### config.mk
export PLATFORM = sky130hd
export DESIGN_NAME = priority_order_sorter_top
export DESIGN_NICKNAME = d
export VERILOG_FILES = /design/src/rtl/prio_sort_pkg.sv /design/src/rtl/priority_order_sorter_top.sv
export SDC_FILE = /design/constraint.sdc
export NUM_CORES = 1
export LEC_CHECK = 0
export BUFFER_PORTS_ARGS = -buffer_cell sky130_fd_sc_hd__buf_2
export CAP_MARGIN = 20
export CORE_MARGIN = 10
export CORE_UTILIZATION = 56
export DETAILED_ROUTE_END_ITERATION = 8
export PLACE_DENSITY = 0.87
export SLEW_MARGIN = 20
export SYNTH_ARGS = -nofsm -noshare
export SYNTH_HDL_FRONTEND = slang
export SYNTH_SLANG_ARGS = --single-unit
### constraint.sdc
create_clock -name clk -period 4 [get_ports clk]
set_input_delay 0.2 -clock clk [delete_from_list [all_inputs] [get_ports clk]]
set_output_delay 0.2 -clock clk [all_outputs]
set_load 0.01 [all_outputs]
### src/rtl/prio_sort_pkg.sv
// prio_sort_pkg: record type and field widths for the priority order sorter.
// No dependencies; imported by the top level and its checker.
`timescale 1ns / 1ps

package prio_sort_pkg;

  localparam int ID_W    = 8;
  localparam int PRIO_W  = 8;
  localparam int BURST_W = 16;

  typedef struct packed {
    logic [ID_W-1:0]    id;
    logic [PRIO_W-1:0]  prio;
    logic [BURST_W-1:0] burst;
  } rec_t;

endpackage

### src/rtl/priority_order_sorter_top.sv
// An insert keeps busy high while each stored record with a larger priority value is read,
// compared and shifted up one slot (one compare unit, one memory read port); a record that
// meets a full store is dropped and sets the drop flag.
// A drain emits one result per cycle from the registered read port once the batch_end
// record is placed or dropped. A new request is taken only while idle. The receiver cannot stall results.
// Reset (rst_n low, synchronous) empties the store and clears the drop flag; no clearing pass.
`timescale 1ns / 1ps

module priority_order_sorter_top
  import prio_sort_pkg::*;
#(
  parameter int MAX_RECORDS = 16
) (
  input  logic               clk,
  input  logic               rst_n,
  input  logic               start,
  output logic               busy,
  input  logic [ID_W-1:0]    in_proc_id,
  input  logic [PRIO_W-1:0]  in_prio_value,
  input  logic [BURST_W-1:0] in_burst_time,
  input  logic               in_batch_end,
  output logic               out_strobe,
  output logic [ID_W-1:0]    out_proc_id,
  output logic [PRIO_W-1:0]  out_prio_value,
  output logic [BURST_W-1:0] out_burst_time,
  output logic               out_run_end,
  output logic               out_overflowed
);

  // AW addresses the store, CW counts up to a full store.
  localparam int AW = (MAX_RECORDS > 1) ? $clog2(MAX_RECORDS) : 1;
  localparam int CW = $clog2(MAX_RECORDS + 1);

  // Sequencer codes.
  localparam logic [2:0] S_IDLE  = 3'd0;  // wait for a request
  localparam logic [2:0] S_LOAD  = 3'd1;  // full check, read the neighbor below pos
  localparam logic [2:0] S_CMP   = 3'd2;  // compare neighbor, shift it up or stop
  localparam logic [2:0] S_PLACE = 3'd3;  // write the new record at pos
  localparam logic [2:0] S_DRAIN = 3'd4;  // read out the store in order

  logic [2:0]    state_r, state_nxt;
  logic [CW-1:0] count_r, count_nxt;
  logic [AW-1:0] pos_r, pos_nxt;      // insert slot, or drain index
  logic          drop_r, drop_nxt;
  logic          last_r, last_nxt;
  rec_t          new_r, new_nxt;

  // Result side: strobe and flags registered, fields come from the read register.
  logic emit_r, emit_nxt;
  logic out_end_r, out_end_nxt;
  logic out_ovf_r, out_ovf_nxt;

  // Record store: one write port, one registered read port.
  rec_t          mem [MAX_RECORDS];
  rec_t          rd_data_r;
  logic          rd_en, wr_en;
  logic [AW-1:0] rd_addr, wr_addr;
  rec_t          wr_data;

  logic full;
  logic drain_done;

  assign full       = (count_r == CW'(MAX_RECORDS));
  assign drain_done = ((CW'(pos_r) + CW'(1)) == count_r);

  always_comb begin
    state_nxt   = state_r;
    count_nxt   = count_r;
    pos_nxt     = pos_r;
    drop_nxt    = drop_r;
    last_nxt    = last_r;
    new_nxt     = new_r;
    emit_nxt    = 1'b0;
    out_end_nxt = out_end_r;
    out_ovf_nxt = out_ovf_r;
    rd_en       = 1'b0;
    rd_addr     = pos_r - AW'(1);
    wr_en       = 1'b0;
    wr_addr     = pos_r;
    wr_data     = new_r;

    unique case (state_r)
      S_IDLE: begin
        if (start) begin
          new_nxt.id    = in_proc_id;
          new_nxt.prio  = in_prio_value;
          new_nxt.burst = in_burst_time;
          last_nxt      = in_batch_end;
          pos_nxt       = count_r[AW-1:0];
          state_nxt     = S_LOAD;
        end
      end
      S_LOAD: begin
        if (full) begin
          // no room: drop the record, still emit the run on batch end
          drop_nxt = 1'b1;
          if (last_r) begin
            pos_nxt   = '0;
            state_nxt = S_DRAIN;
          end else begin
            state_nxt = S_IDLE;
          end
        end else if (pos_r == '0) begin
          state_nxt = S_PLACE;
        end else begin
          rd_en     = 1'b1;
          state_nxt = S_CMP;
        end
      end
      S_CMP: begin
        // strictly greater moves up, so equal priorities keep arrival order
        if (rd_data_r.prio > new_r.prio) begin
          wr_en     = 1'b1;
          wr_data   = rd_data_r;
          pos_nxt   = pos_r - AW'(1);
          state_nxt = S_LOAD;
        end else begin
          state_nxt = S_PLACE;
        end
      end
      S_PLACE: begin
        wr_en     = 1'b1;
        count_nxt = count_r + CW'(1);
        if (last_r) begin
          pos_nxt   = '0;
          state_nxt = S_DRAIN;
        end else begin
          state_nxt = S_IDLE;
        end
      end
      S_DRAIN: begin
        rd_en       = 1'b1;
        rd_addr     = pos_r;
        emit_nxt    = 1'b1;
        out_end_nxt = drain_done;
        out_ovf_nxt = drop_r;
        pos_nxt     = pos_r + AW'(1);
        if (drain_done) begin
          count_nxt = '0;
          drop_nxt  = 1'b0;
          state_nxt = S_IDLE;
        end
      end
      default: begin
        state_nxt = S_IDLE;
      end
    endcase
  end

  always_ff @(posedge clk) begin
    if (!rst_n) begin
      state_r <= S_IDLE;
      count_r <= '0;
      drop_r  <= 1'b0;
      emit_r  <= 1'b0;
    end else begin
      state_r <= state_nxt;
      count_r <= count_nxt;
      drop_r  <= drop_nxt;
      emit_r  <= emit_nxt;
    end
  end

  // Payload registers, no reset needed.
  always_ff @(posedge clk) begin
    pos_r     <= pos_nxt;
    last_r    <= last_nxt;
    new_r     <= new_nxt;
    out_end_r <= out_end_nxt;
    out_ovf_r <= out_ovf_nxt;
  end

  always_ff @(posedge clk) begin
    if (wr_en) begin
      mem[wr_addr] <= wr_data;
    end
  end

  // rd_data_r holds between reads, so the last result survives the return to idle.
  always_ff @(posedge clk) begin
    if (rd_en) begin
      rd_data_r <= mem[rd_addr];
    end
  end

  assign busy           = (state_r != S_IDLE);
  assign out_strobe     = emit_r;
  assign out_proc_id    = rd_data_r.id;
  assign out_prio_value = rd_data_r.prio;
  assign out_burst_time = rd_data_r.burst;
  assign out_run_end    = out_end_r;
  assign out_overflowed = out_ovf_r;

endmodule

Yosys cells after proc, flatten, opt, wreduce, memory -nomap -nowiden
Memories as Yosys holds them, arrays and structs flattened. A register that Yosys moved wholly into a read port is not among the register bits.
Cells that the tools add are included.
- add/subtract/negate cells: 4
- $mul: 0
- div/mod/pow operators: 0
- $lt $le $gt $ge: 1
- eq/ne operators: 10
- shift-type cells: 0
- muxes and demuxes: 28
- bitwise logic cells: 0
- reductions and logical operators: 11
- operators by type and width (kind ; number):
    32-bit 2-to-1 mux ; 2
    4-bit 2-to-1 mux ; 5
    4-bit one-hot mux with 5 select lines ; 1
    3-bit one-hot mux with 5 select lines ; 1
    3-bit 2-to-1 mux ; 4
    5-bit one-hot mux with 2 select lines ; 1
    1-bit 2-to-1 mux ; 9
    8-bit greater-than comparator ; 1
    2-bit inequality test (second input constant) ; 4
    3-bit by 2-bit equality test with 1-bit output (second input constant) ; 2
    1-bit one-hot mux with 2 select lines ; 3
    2-bit AND reduction ; 3
    4-bit by 1-bit adder with 5-bit output (second input constant) ; 1
    5-bit by 1-bit adder with 5-bit output (second input constant) ; 1
    5-bit equality test ; 1
    5-bit equality test (second input constant) ; 1
    5-bit 2-to-1 mux ; 1
    5-bit nonzero test ; 1
    4-bit by 1-bit adder with 4-bit output (second input constant) ; 1
    4-bit logical NOT ; 1
    4-bit AND reduction ; 1
    2-bit nonzero test ; 2
    4-bit by 1-bit subtractor with 4-bit output (second input constant) ; 1
    3-bit by 1-bit equality test with 1-bit output (second input constant) ; 1
    other kinds (5) ; 5
- flip-flop bits (word level): 49
- latch bits: 0
- memory bits (writable): 512
- memory bits (read-only): 0
- input port bits: 36
- output and inout bits: 36
- word-level logic and storage cells: 66
- memories kept: 1
- memory list (name ; words ; bits a word ; rd ports ; clocked after Yosys merged registers in ; write ports ; line ; source):
    mem ; 16 ; 32 ; 1 ; 1 ; 1 ; priority_order_sorter_top.sv:54 ; rec_t mem [MAX_RECORDS];

Longest topological paths before layout
Gate-level depths: netlist of run 1.
- depth in word-level cells: 5
- mapped depth: 12

Least setup slack after synthesis of run 1
OpenSTA, ideal clock, no wires.
- path type: register -> register
- from: register count_r[0]
- to: register, netlist name out_burst_time[0]
- setup time: 466 ps
- arrival time: 3417 ps
- data required time: 3534 ps
- path slack: 118 ps
- stages on the path, launching flop included: 6
- period minus slack after synthesis: 3882 ps
- cells stage by stage: dfxtp_1 inv_1 ha_1 nor4bb_1 or2_2 o21ai_0
- longest elaborated chain between the ends: 3
- ends and longest elaborated chain (item ; line ; source):
    start, declared ; priority_order_sorter_top.sv:42 ; logic [CW-1:0] count_r, count_nxt;
    start signal, assigned ; priority_order_sorter_top.sv:158 ; count_r <= count_nxt;
    5-bit equality test ; priority_order_sorter_top.sv:63 ; assign full = (count_r == CW'(MAX_RECORDS));
    1-bit 2-to-1 mux ; priority_order_sorter_top.sv:94 ; if (full) begin
    1-bit one-hot mux with 2 select lines ; priority_order_sorter_top.sv:82 ; unique case (state_r)
    net rd_en ; priority_order_sorter_top.sv:56 ; logic rd_en, wr_en;
The timed path passes the listed nets, and every way through them passes these cells.
A chain may end at the register's enable or synchronous reset.

Final worst setup path of run 1
- from: register state_r[1]
- to: register, netlist name out_burst_time[6]
- longest elaborated chain between the ends: 2
- elaborated cells between the ends (all ways): 4
- those cells by class: eq/ne: 2; mux: 2
- ends and longest elaborated chain (item ; line ; source):
    start, declared ; priority_order_sorter_top.sv:41 ; logic [2:0] state_r, state_nxt;
    start signal, assigned ; priority_order_sorter_top.sv:157 ; state_r <= state_nxt;
    3-bit equality test / 3-bit by 1-bit equality test with 1-bit output (equally long branches) ; priority_order_sorter_top.sv:82 ;
    1-bit one-hot mux with 2 select lines / 4-bit 2-to-1 mux (equally long branches) ; priority_order_sorter_top.sv:82 ;
Parallel ways exist; a longest one is shown, timed or not.

==> metrics, run 1 <==
status completed; P_sw 4.903 mW; Yosys warnings 0; top cells by count, synth 583 x edfxtp_1, 451 x mux2i_1, 150 x nand2_1; worst-path maximum fanout 64; Placer Congestion 0.7992; Peak VDD IR 0.3828 mV; max incr delay on CP 0.86 ns; total wire length 63030 um; Buf/Inv on CP 3; Critical Path End Type flip-flop; Post-synth EDFFs 583; Arrival @ worst endpoint 3.92 ns; Setup crit start kind flip-flop; PnR Total Power 17.10 mW; share of the synthesized area in the top cell type 67.01%; HP Class in -> reg; routed len/inst 26.18 um; first-pass GRT wire length 94380 um; power per cell area 575.3 nW/um2; Post-Syn Area 26130 um2; # DRC 0; share of layout cells above drive strength 1 15.21%; R2R Setup Slk 0.55 ns; Seq/Total Area, Yosys 67.77%; die extent in x 236.0 um; clk_skew 0.02418 ns; most numerous cell in the Yosys netlist edfxtp_1; setup TNS 0 ns; clock latency on the worst-skew pair 0.62 ns; largest net degree at the start of global routing 132; P_int 12.19 mW; critical path data required time 4.47 ns; clk slew on worst S/H paths 0.06 ns; antenna violations before repair 0; met2 WL post-DR 30760 um; Cell Chain, Critical Path or3b_4 -> inv_2 -> ha_1 -> inv_1 -> a2111oi_4 -> buf_4 -> a32oi_1 -> o221ai_1 -> mux2_2; Clock power frac 31.7%; clk root buf clkbuf_16; slowest CP cell buf_4; number of global-route vias before repair 15870; I/O pin cnt 72; Slew Limit Fails 0; die area 55690 um2; R2R Path Start state_r[1]; Unique masters post-synth 48; Worst setup startpoint state_r[1]; starting density of the core 56.36%; Synth async-reset ratio 0%; clk buf depth 3; most common flop cell mapped by yosys edfxtp_1; Yosys reg bits 593; Final min period 3.450 ns; final hold vios 0; final setup vio count 0; post-route ant nets 0; Synth area leader edfxtp_1; Final Cycle Share 86.26%; Cell Rows 79; Synthesized Nets 1695; Comb power frac 24.8%; r2r endpoint out_burst_time[6]; total length of routed met3 wires 6014 um; CTS tree built; worst slew pin tran 1.103 ns; number of port buffers 71; top cells by area, synth edfxtp_1 67%, mux2i_1 17%, nand2_1 2.2%, a32oi_1 2.1%, o221ai_1 2.1%; total number of vias 15620; DRT iter0 DRCs 2070; relative slew slack 26.18%; highest clock rate 289.8 MHz; max cap viols 0; FF-to-FF path depth 9; leakage 11.04 nW; Die Y 236.0 um; switching share of power 28.68%; grt ovf 0; synthesized area per cell 15.90 um2; CP top delay family buffers and inverters; gr usage total 21.76%; clk sinks 593; Inserted Diodes 0; Layout area overhead 13.75%; First-pass DRT Iterations 8; Highest Signal Layer met4; nets 1804; critical path class reg -> reg; Crit. path cell count 9; Metal-1 WL 23990 um; Post-Synthesis Cells 1643; vias per cell 6.488; CP endpoint out_burst_time[6]; CTS Buf Count 58; sequential share of power 43.5%; H-tree depth 2; RSZ-0062 raised after global routing no; Core Area 46360 um2; post-DP HPWL 33150 um
-- flip-flops by register name, summed over array words and instances (netlist names) --
signal	count
pos_r	4
out_strobe	1
count_r	5
mem	512
out_burst_time	16
out_proc_id	8
out_run_end	1
last_r	1
drop_r	1
state_r	3
out_overflowed	1
out_prio_value	8
new_r	32
-- how the worst min path moves through the flow --
stage               slack [ns]  cells past startpoint         to               from
floorplan                 0.30                      0     last_r       in_batch_end
global placement          0.38                      1  new_r[14]  in_burst_time[14]
detailed placement        0.38                      1   new_r[3]   in_burst_time[3]
CTS                       0.26                      2   new_r[3]   in_burst_time[3]
global route              0.28                      2   new_r[1]   in_burst_time[1]
finish                    0.29                      2   new_r[3]   in_burst_time[3]
-- repair_timing --
action	in CTS	in global routing
hold buffers	35	0
gates resized for setup	0	0
hold endpoints to repair	40	0
setup buffers	0	0
-- cell families (layout without fill, tap and decap cells) --
kind of cell / after synthesis / in the layout / share of synthesized area [%]
xor gates and xnor gates: 12 / 12 / 0.4023
muxes: 508 / 508 / 19.74
buffers and inverters: 124 / 282 / 2.265
DFF: 593 / 593 / 67.77
AOI/OAI and AO/OA: 168 / 168 / 5.431
and+or+nand+nor: 222 / 222 / 3.625
adders and majority gates: 16 / 16 / 0.7662
-- worst register-to-register path, delay by kind of cell (launching register included) --
kind	cells	cell delay [ns]
AO/OA/AOI/OAI	3	0.69
adder cells (fa/ha/maj)	1	0.36
AND/OR/NAND/NOR	1	0.38
flip-flops	1	0.64
multiplexers	1	0.20
buffers and inverters	3	1.03
-- per-stage QoR --
stage	area [um2]	hold WS (ns)	util, %	setup WS [ns]	cells
4_1_cts	29720	0.2624	64.11	0.5488	2408
3_5_place_dp	27460	0.3781	59.23	0.5849	2264
2_1_floorplan	26130	0.2989	-	0.1178	1643
5_1_grt	29720	0.2842	64.11	0.4931	2408
3_3_place_gp	27460	0.3789	59.23	0.6964	2264
6_report	29720	0.2892	64.11	0.5497	2408
-- final cells by class --
cell class                      count  area (um2)
Clock buffer                       65        1499
Timing Repair Buffer              155        1249
Clock inverter                     44       412.9
Sequential cell                   593       17710
Tap cell                          607       759.5
Multi-Input combinational cell    926        8025
Inverter                           18       67.56
Fill cell                        3034       16640
-- placed cells by master (no fill, tap or decap), types with 14 or more instances in the layout --
cell | synthesis | routed
buf_2 | 38 | 71
mux2_2 | 35 | 35
nor2_4 | 0 | 16
buf_12 | 0 | 14
inv_1 | 17 | 17
nand2_1 | 150 | 148
clkinv_1 | 0 | 16
ha_1 | 16 | 15
edfxtp_1 | 583 | 583
a32oi_1 | 64 | 64
nand3_1 | 16 | 16
mux2_1 | 22 | 22
mux2i_1 | 451 | 450
dlygate4sd3_1 | 0 | 35
o221ai_1 | 64 | 64
buf_4 | 2 | 35
o21ai_0 | 17 | 16
clkbuf_16 | 0 | 59
-- per-layer routing --
metal  track usage [%]  vias to the layer above
met2             36.06                      913
met3             3.859                      175
met4             9.246                        0
met5                 0                        -
met1             27.74                     7808
li1                  -                     6726
-- power by group through the flow --
stage / Sequential (mW) / Combinational (mW) / Clock [mW]
CTS: 7.43 / 4.20 / 5.49
floorplan: 7.55 / 2.97 / 0
detailed placement: 7.56 / 4.11 / 0
global route: 7.45 / 4.45 / 5.74
global placement: 7.55 / 3.98 / 0
finish: 7.44 / 4.23 / 5.43
Note: power is estimated with default switching activity, not from simulation.
==> inputs of run 2 (changes only) <==
--- a/config.mk
+++ b/config.mk
@@ -7,6 +7,7 @@
 export LEC_CHECK = 0
 export BUFFER_PORTS_ARGS = -buffer_cell sky130_fd_sc_hd__buf_2
 export CAP_MARGIN = 20
+export CORE_ASPECT_RATIO = 1.25
 export CORE_MARGIN = 10
 export CORE_UTILIZATION = 56
 export DETAILED_ROUTE_END_ITERATION = 8
==> run 2 against run 1 <==
Net effect: first-iteration DRC count down 20%; die area about the same; wire length down 2.5%; count of clock-buffer cells in the layout unchanged; clock power down 7.6%; global-route usage up 0.15 points; critical path type unchanged; largest cell class unchanged; highest routed layer unchanged.
==> metrics, run 2 (same netlist as run 1, synthesis figures left out) <==
Worst setup startpoint out_prio_value[7]; Peak VDD IR 0.4261 mV; post-DP HPWL 33440 um; Slew Limit Fails 0; critical path class reg -> reg; commonest non-fill, non-tap cell in the layout edfxtp_1; placed insts 2240; I/O pin cnt 72; PnR Total Power 16.67 mW; final instance count without filler cells 2373; Die Y 261.5 um; r2r endpoint mem[6][28]; share of layout cells above drive strength 1 14.49%; setup TNS 0 ns; antenna violations before repair 0; starting density of the core 56.63%; Critical Path End Type flip-flop; gr usage total 21.91%; slowest CP cell nor3_2; leakage 10.92 nW; number of global-route vias before repair 15650; highest clock rate 278.5 MHz; die area 55750 um2; most frequent cells in the layout 583 x edfxtp_1, 450 x mux2i_1, 148 x nand2_1, 71 x buf_2; final setup vio count 0; Cell Area, Placed 27360 um2; total number of vias 15360; Layout area overhead 12.65%; Final Cycle Share 89.77%; Cell Rows 88; design area 29430 um2; R2R Path Start out_prio_value[7]; H-tree depth 2; critical path data required time 4.24 ns; Biggest register mem; clk_skew 0.02081 ns; Buf/Inv on CP 2; final hold vios 0; number of port buffers 71; CP top delay family simple AND/OR/NAND/NOR gates; clk sinks 593; largest net degree at the start of global routing 130; max cap viols 0; HP Class in -> reg; nets 1799; Placer Congestion 0.8368; CTS tree built; R2R Setup Slk 0.41 ns; DRT iter0 DRCs 1664; postcts setup bufs 0; RSZ-0062 raised after global routing no; max incr delay on CP 0.52 ns; Crit. path cell count 8; grt ovf 0; Core Area 46130 um2; Cell Chain, Critical Path ha_1 -> and4_1 -> and3_1 -> nor3_2 -> a21oi_4 -> buf_4 -> nor2_4 -> buf_4; # DRC 0; First-pass DRT Iterations 8; Arrival @ worst endpoint 3.83 ns; clock latency on the worst-skew pair 0.60 ns; worst-path maximum fanout 21; clk slew on worst S/H paths 0.06 ns; power per cell area 566.6 nW/um2; first-pass GRT wire length 93620 um; Inserted Diodes 0; worst slew pin tran 1.062 ns; Setup crit start kind flip-flop; total wire length 61480 um; CTS Buf Count 55; vias per cell 6.474; CP endpoint mem[6][28]; routed len/inst 25.91 um; relative slew slack 29.21%; most frequent CP cell buf_4; FF-to-FF path depth 8; post-route ant nets 0; clk root buf clkbuf_16; number of flip-flops in the largest register 512; die extent in x 213.2 um; Final min period 3.591 ns; status completed; clk buf depth 3
[run 2: changes by cell type in the layout (fill, tap and decap cells not counted), sizes merged]
cell / change
clkinv: -5
bufinv: -3
clkinvlp: -3
buf: -2
[run 2: area by class of cell]
type                            instances  area, um2
Clock buffer                           65       1435
Clock inverter                         33      280.3
Fill cell                            2954      16700
Inverter                               18      67.56
Multi-Input combinational cell        926       8025
Sequential cell                       593      17710
Tap cell                              585      732.0
Timing Repair Buffer                  153       1184
[run 2: repair_timing]
action	CTS	global route
hold buffers	35	0
endpoints found under the hold margin	40	0
gates resized for setup	0	0
[run 2: routing by layer]
layer  vias up  routed length, um  GRT usage [%]
met4         0               1646          7.553
met5         -                  0              0
li1       6714                  -              -
met3       137               5694          3.780
met2       849              31020          37.32
met1      7663              23120          27.91
[run 2: worst min-delay path by stage]
stage | startpoint | to | slack [ns] | cells past startpoint
final | in_burst_time[14] | new_r[14] | 0.31 | 2
after global routing | in_burst_time[14] | new_r[14] | 0.31 | 2
after CTS | in_burst_time[14] | new_r[14] | 0.28 | 2
after detailed placement | in_proc_id[2] | new_r[26] | 0.38 | 1
after global placement | in_proc_id[7] | new_r[31] | 0.38 | 1
after floorplan | in_batch_end | last_r | 0.30 | 0
[run 2: through the flow]
| step | hold WS [ns] | util (%) | setup WS [ns] |
|---|---|---|---|
| final | 0.3057 | 63.79 | 0.4091 |
| after global placement | 0.3766 | 59.31 | 0.4701 |
| after detailed placement | 0.3781 | 59.31 | 0.3169 |
| after global routing | 0.3086 | 63.79 | 0.2274 |
| after CTS | 0.2818 | 63.79 | 0.3134 |
| after floorplan | 0.2989 | - | 0.1178 |
[run 2: worst reg2reg max path, delay by kind of cell, from the launching register on]
family          cells  cell delay [ns]
fa+ha+maj           1             0.35
compound gates      1             0.26
simple gates        4             1.39
buf+inv             2             0.81
flops               1             0.41
[run 2: power breakdown]
group | switching [mW] | total, mW | internal [mW]
combinational | 2.51 | 4.25 | 1.74
clock | 2.20 | 5.02 | 2.81
sequential | 0.116 | 7.41 | 7.30
